==> src/rtl/ecd_pkg.sv <==
// Shared types and constants for the two-disc elastic collision core.
// Holds the request/result structs and the fixed-point widths of the datapath.
// No dependencies.
package ecd_pkg;

	// binary point of the unit normal (Q.28)
	localparam int unsigned NORM_BITS  = 28;
	// restoring square root: one result bit per stage
	localparam int unsigned SQRT_STEPS = 32;
	// normal divider: (|d| << 28 + len/2) / len
	localparam int unsigned NNUM_W     = 60;
	localparam int unsigned NDEN_W     = 32;
	localparam int unsigned NQ_W       = 29;
	// momentum divider: (|num| + sum/2) / sum
	localparam int unsigned MNUM_W     = 52;
	localparam int unsigned MDEN_W     = 17;
	localparam int unsigned MQ_W       = 35;

	typedef struct packed {
		logic signed [31:0] first_pos_x;
		logic signed [31:0] first_pos_y;
		logic signed [31:0] second_pos_x;
		logic signed [31:0] second_pos_y;
		logic signed [31:0] first_vel_x;
		logic signed [31:0] first_vel_y;
		logic signed [31:0] second_vel_x;
		logic signed [31:0] second_vel_y;
		logic [15:0]        first_mass;
		logic [15:0]        second_mass;
		logic               last_pair;
	} ecd_req_t;

	typedef struct packed {
		logic signed [31:0] new_first_vel_x;
		logic signed [31:0] new_first_vel_y;
		logic signed [31:0] new_second_vel_x;
		logic signed [31:0] new_second_vel_y;
		logic               coincident_flag;
		logic               saturated_flag;
		logic               last_pair_done;
	} ecd_res_t;

endpackage

==> src/rtl/ecd_div.sv <==
// Pipelined restoring divider: one quotient bit per stage, with a side tag.
// Assumes num < den * 2^Q_W. Uses ecd_pkg for default widths.
module ecd_div #(
	parameter int unsigned NUM_W = ecd_pkg::NNUM_W,
	parameter int unsigned DEN_W = ecd_pkg::NDEN_W,
	parameter int unsigned Q_W   = ecd_pkg::NQ_W,
	parameter int unsigned TAG_W = 1
) (
	input  logic             clk,
	input  logic             arst_n,
	input  logic             in_vld,
	input  logic [NUM_W-1:0] in_num,
	input  logic [DEN_W-1:0] in_den,
	input  logic [TAG_W-1:0] in_tag,
	output logic             out_vld,
	output logic [Q_W-1:0]   out_quo,
	output logic [TAG_W-1:0] out_tag
);

	logic             vld_s [Q_W];
	logic [DEN_W-1:0] rem_s [Q_W];
	logic [Q_W-1:0]   qn_s  [Q_W];
	logic [DEN_W-1:0] den_s [Q_W];
	logic [TAG_W-1:0] tag_s [Q_W];

	for (genvar k = 0; k < Q_W; k++) begin : g_stage
		logic             v_in;
		logic [DEN_W-1:0] r_in;
		logic [DEN_W-1:0] d_in;
		logic [Q_W-1:0]   q_in;
		logic [TAG_W-1:0] t_in;
		logic [DEN_W:0]   trial;
		logic             ge;

		// low numerator bits shift out the top of qn while quotient bits enter below
		if (k == 0) begin : g_first
			assign v_in = in_vld;
			assign r_in = DEN_W'(in_num >> Q_W);
			assign q_in = in_num[Q_W-1:0];
			assign d_in = in_den;
			assign t_in = in_tag;
		end else begin : g_next
			assign v_in = vld_s[k-1];
			assign r_in = rem_s[k-1];
			assign q_in = qn_s[k-1];
			assign d_in = den_s[k-1];
			assign t_in = tag_s[k-1];
		end

		assign trial = {r_in, q_in[Q_W-1]};
		assign ge    = trial >= {1'b0, d_in};

		always_ff @(posedge clk or negedge arst_n) begin
			if (!arst_n) vld_s[k] <= 1'b0;
			else         vld_s[k] <= v_in;
		end

		always_ff @(posedge clk) begin
			rem_s[k] <= ge ? DEN_W'(trial - {1'b0, d_in}) : trial[DEN_W-1:0];
			qn_s[k]  <= {q_in[Q_W-2:0], ge};
			den_s[k] <= d_in;
			tag_s[k] <= t_in;
		end
	end

	assign out_vld = vld_s[Q_W-1];
	assign out_quo = qn_s[Q_W-1];
	assign out_tag = tag_s[Q_W-1];

endmodule

==> config.mk <==
export PLATFORM = sky130hd
export DESIGN_NAME = ecd_div
export DESIGN_NICKNAME = d
export VERILOG_FILES = /design/src/rtl/ecd_pkg.sv /design/src/rtl/ecd_div.sv
export SDC_FILE = /design/constraint.sdc
export NUM_CORES = 2
export LEC_CHECK = 0
export ABC_CLOCK_PERIOD_IN_PS = 5250
export BUFFER_PORTS_ARGS = -buffer_cell sky130_fd_sc_hd__buf_2
export CAP_MARGIN = 20
export CORE_UTILIZATION = 55
export DETAILED_ROUTE_END_ITERATION = 10
export PLACE_DENSITY = 0.76
export SYNTH_ARGS = -nofsm -noshare
export SYNTH_HDL_FRONTEND = slang
export SYNTH_SLANG_ARGS = --single-unit
==> constraint.sdc <==
create_clock -name clk -period 5.25 [get_ports clk]
set_input_delay 0.525 -clock clk [delete_from_list [all_inputs] [get_ports clk]]
set_output_delay 0.525 -clock clk [all_outputs]
set_load 0.05 [all_outputs]
==> summary.txt <==
Power and ir drop
  – Int Pwr: 58000 uW
  – Switching pwr: 35500 uW
  – Clock share of power: 21.3%
  – Flop pwr share: 32.5%
  – Pleak: 0.0587 uW
  – Sw Share: 38.0%
  – Power Density: 736 mW/mm^2
  – Maximum vdd ir drop: 637 uV
  – Combinational power share: 46.1%

Clock tree
  – Setup Buffers After CTS: 0
  – TritonCTS Sinks: 2691
  – Clock slew at reported path FFs: 0.06 ns
  – Htree depth: 5
  – Num CTS Buffers: 287
  – CTS Buffer Depth: 4
  – TritonCTS clock tree: built
  – Clock root buffer: clkbuf_16
  – Worst-skew pair later-pin latency: 0.93 ns
  – Cells resized by post-CTS repair: 0

Worst setup path
  – Worst EP arrival: 4.97 ns
  – Crit Path Max Fanout: 42
  – CP Cell Sequence: inv_1, ha_1, nor2b_1, o31a_1, o41ai_1, a21oi_1, a41oi_1, o31ai_1, o211ai_1, a21o_2, mux2_2
  – CP peak stage delay: 0.60 ns
  – CP startpoint kind: flip-flop
  – Crit-path slowest cell: a21o_2
  – CP Capture Type: flip-flop
  – Crit Path Category: flip-flop to flip-flop
  – WP data required: 6.04 ns

Run
  – Max Cap Viol: 0

Detailed routing
  – Vias: 82300
  – 1st-pass router iterations: 9
  – Initial DRC Count: 5945
  – Routed wire length: 267000 um
  – WL/cell: 18.1 um
  – Post-detailed-route count of antenna-violating nets: 0
  – Residual DRC count: 0
  – Vias per cell: 5.59

GRT
  – Gr usage total: 25.0%
  – First-pass GRT wire length: 422000 um
  – Largest net degree at the start of global routing: 64
  – Vias in the first global route: 81500
  – Initial antenna violation count: 4
  – Global route overflow: 0

Synthesis
  – Synth Cell Area: 0.113 sq mm
  – Synth cell types: 91
  – Post-synthesis sequential area ratio: 47.8%
  – YS warnings: 0
  – Mapped Avg Cell Area: 9.81 sq um
  – Syn Nets: 12600
  – Number of enable flip-flop cells after synthesis: 0
  – Asr flop ratio synth: 1.08%
  – Synth Instances: 11500
  – Synth Flop Type: dfxtp_1
  – Register bit total from synthesis: 2691

Placement
  – HPWL Detailed: 205000 um
  – IO Port Bufs: 126
  – Routability cong.: 0.972

Timing
  – Setup-failing EPs final: 0
  – Count of final hold-check violations: 0
  – Max Clk Rate: 239 MHz
  – Tcrit/Tclk final: 79.7%
  – Worst Max-Slew Pin Slew: 1.02 ns
  – Unrepaired setup endpoints after global routing: false
  – Final slew viol count: 0
  – Minimum clock period: 4.18 ns
  – Post-Route Skew: 0.0584 ns
  – Hold_ws: 0.183 ns
  – Worst rel slew slack: 30.2%
  – Setup TNS: 0 ns

Floorplan
  – DIE AREA: 0.207 sq mm
  – Initial Util: 55.3%
  – Core Region: 0.204 sq mm
  – IO Count: 127
  – FP Rows: 166
  – Die width: 455 um
  – Die H: 455 um

Final layout
  – Share of cells above drive strength 1: 8.63%
  – Layout area overhead: 12.3%
  – Final net count: 12900
  – Commonest cells after routing, fill and taps aside: 2662 x dfxtp_1, 1166 x inv_1, 928 x ha_1, 925 x a21oi_1, 699 x nand2_1
  – Most common cell after layout, fill and taps aside: dfxtp_1

Hold path
  – Hold Path Class: input port to asynchronous set/reset pin

Status
  – Status: completed
-- metal layers --
layer | GRT usage (%) | share of wire, % | wire length, um | vias to the layer above
met1 | 29.3 | 41 | 109000 | 38500
met5 | 0 | 0 | 0 | -
met4 | 12.3 | 5.0 | 13300 | 0
met3 | 3.43 | 4.8 | 12800 | 750
li1 | - | - | - | 40600
met2 | 44.8 | 49 | 132000 | 2497
-- power by group through the flow --
stage	clock, uW	combinational, uW	sequential (uW)
2_1_floorplan	0	33500	29200
3_3_place_gp	0	41100	30800
3_5_place_dp	0	42100	30800
4_1_cts	20400	42600	30400
5_1_grt	21300	47600	30900
6_report	20000	43100	30400
-- critical path: cells and delay by family (launching register included) --
family / cells / cell delay, ns
AND/OR/NAND/NOR: 1 / 0.15
AO/OA/AOI/OAI: 7 / 2.64
buffers and inverters: 1 / 0.08
flip-flops: 1 / 0.48
multiplexers: 1 / 0.41
adder cells (fa/ha/maj): 1 / 0.29
-- synthesized netlist by cell type, drive strengths merged (43+ instances only) --
library cell / number / area share, %
ha: 928 / 10
o211ai: 43 / 0.29
o21ai: 646 / 2.9
inv: 1170 / 3.9
nand3: 155 / 0.69
a21oi: 927 / 4.1
buf: 44 / 0.20
nand2b: 96 / 0.53
mux2: 473 / 4.7
nand4: 166 / 0.92
clkbuf: 209 / 0.69
a211oi: 57 / 0.38
a21o: 486 / 3.2
xor2: 285 / 2.2
o21a: 120 / 0.80
o31ai: 52 / 0.35
nor4: 52 / 0.29
dfxtp: 2662 / 47
and3: 68 / 0.38
xnor2: 469 / 3.6
o21bai: 96 / 0.64
nor3: 128 / 0.57
nand2: 700 / 2.3
nor2: 600 / 2.0
nor2b: 138 / 0.76
a31oi: 100 / 0.57
-- registers in the layout, summed over array words and instances, names as in the netlist --
name          cells
tag_s            29
den_s           896
out_vld           1
rem_s           896
qn_s            841
g_stage.v_in     28
-- cells by family (layout without fill, tap and decap cells) --
kind of cell             after synthesis  count (layout)  share of synthesized area (%)
AND/OR/NAND/NOR                     2307            2307                           9.75
multiplexers                         514             514                           5.07
other                                  0              16                              0
buffers and inverters               1423            1911                           4.78
flip-flops                          2691            2691                           47.8
XOR/XNOR                             754             754                           5.84
adder cells (fa/ha/maj)              956             956                           10.8
AO/OA/AOI/OAI                       2885            2885                           16.0
-- what timing repair did --
action / CTS / global route
hold buffers: 95 / 0
setup endpoints to repair: 0 / 0
endpoints found under the hold margin: 123 / 0
-- path summary, 6_finish.rpt --
kind	slack [ns]	endpoint	startpoint	depth (start not counted)
max	1.07	rem_s[1][99]$_DFF_P_	den_s[6][1]$_DFF_P_	11
min	0.18	g_stage[20].v_in$_DFF_PN0_	arst_n	2
max reg2reg	1.07	rem_s[1][99]$_DFF_P_	den_s[6][1]$_DFF_P_	11
min reg2reg	0.29	qn_s[8][8]$_DFF_P_	qn_s[7][7]$_DFF_P_	0
max in group asynchronous	4.65	g_stage[23].v_in$_DFF_PN0_	arst_n	2
min in group clk	0.22	qn_s[0][24]$_DFF_P_	in_num[23]	2
-- final cells by class --
cell class                 instances  area [sq um]
fill                           16700         77400
sequential                      2691         54000
multi-input combinational       7416         53900
clock buffer                     387          8240
inverter                        1170          4390
tap                             2688          3360
timing repair buffer             258          1950
clock inverter                    96          1130
antenna                           16          40.0
-- stage by stage --
step | power, uW | std cells | cell area, sq um | setup WS (ns) | utilization [%]
finish | 93500 | 14700 | 127000 | 1.07 | 62.1
global route | 99800 | 14700 | 127000 | 0.766 | 62.1
CTS | 93500 | 14700 | 127000 | 1.11 | 62.1
detailed placement | 72900 | 14100 | 117000 | 1.17 | 57.0
global placement | 71900 | 14100 | 117000 | 1.15 | 57.0
floorplan | 62700 | 11500 | 113000 | 1.75 | -
(Power assumes the default switching activity.)
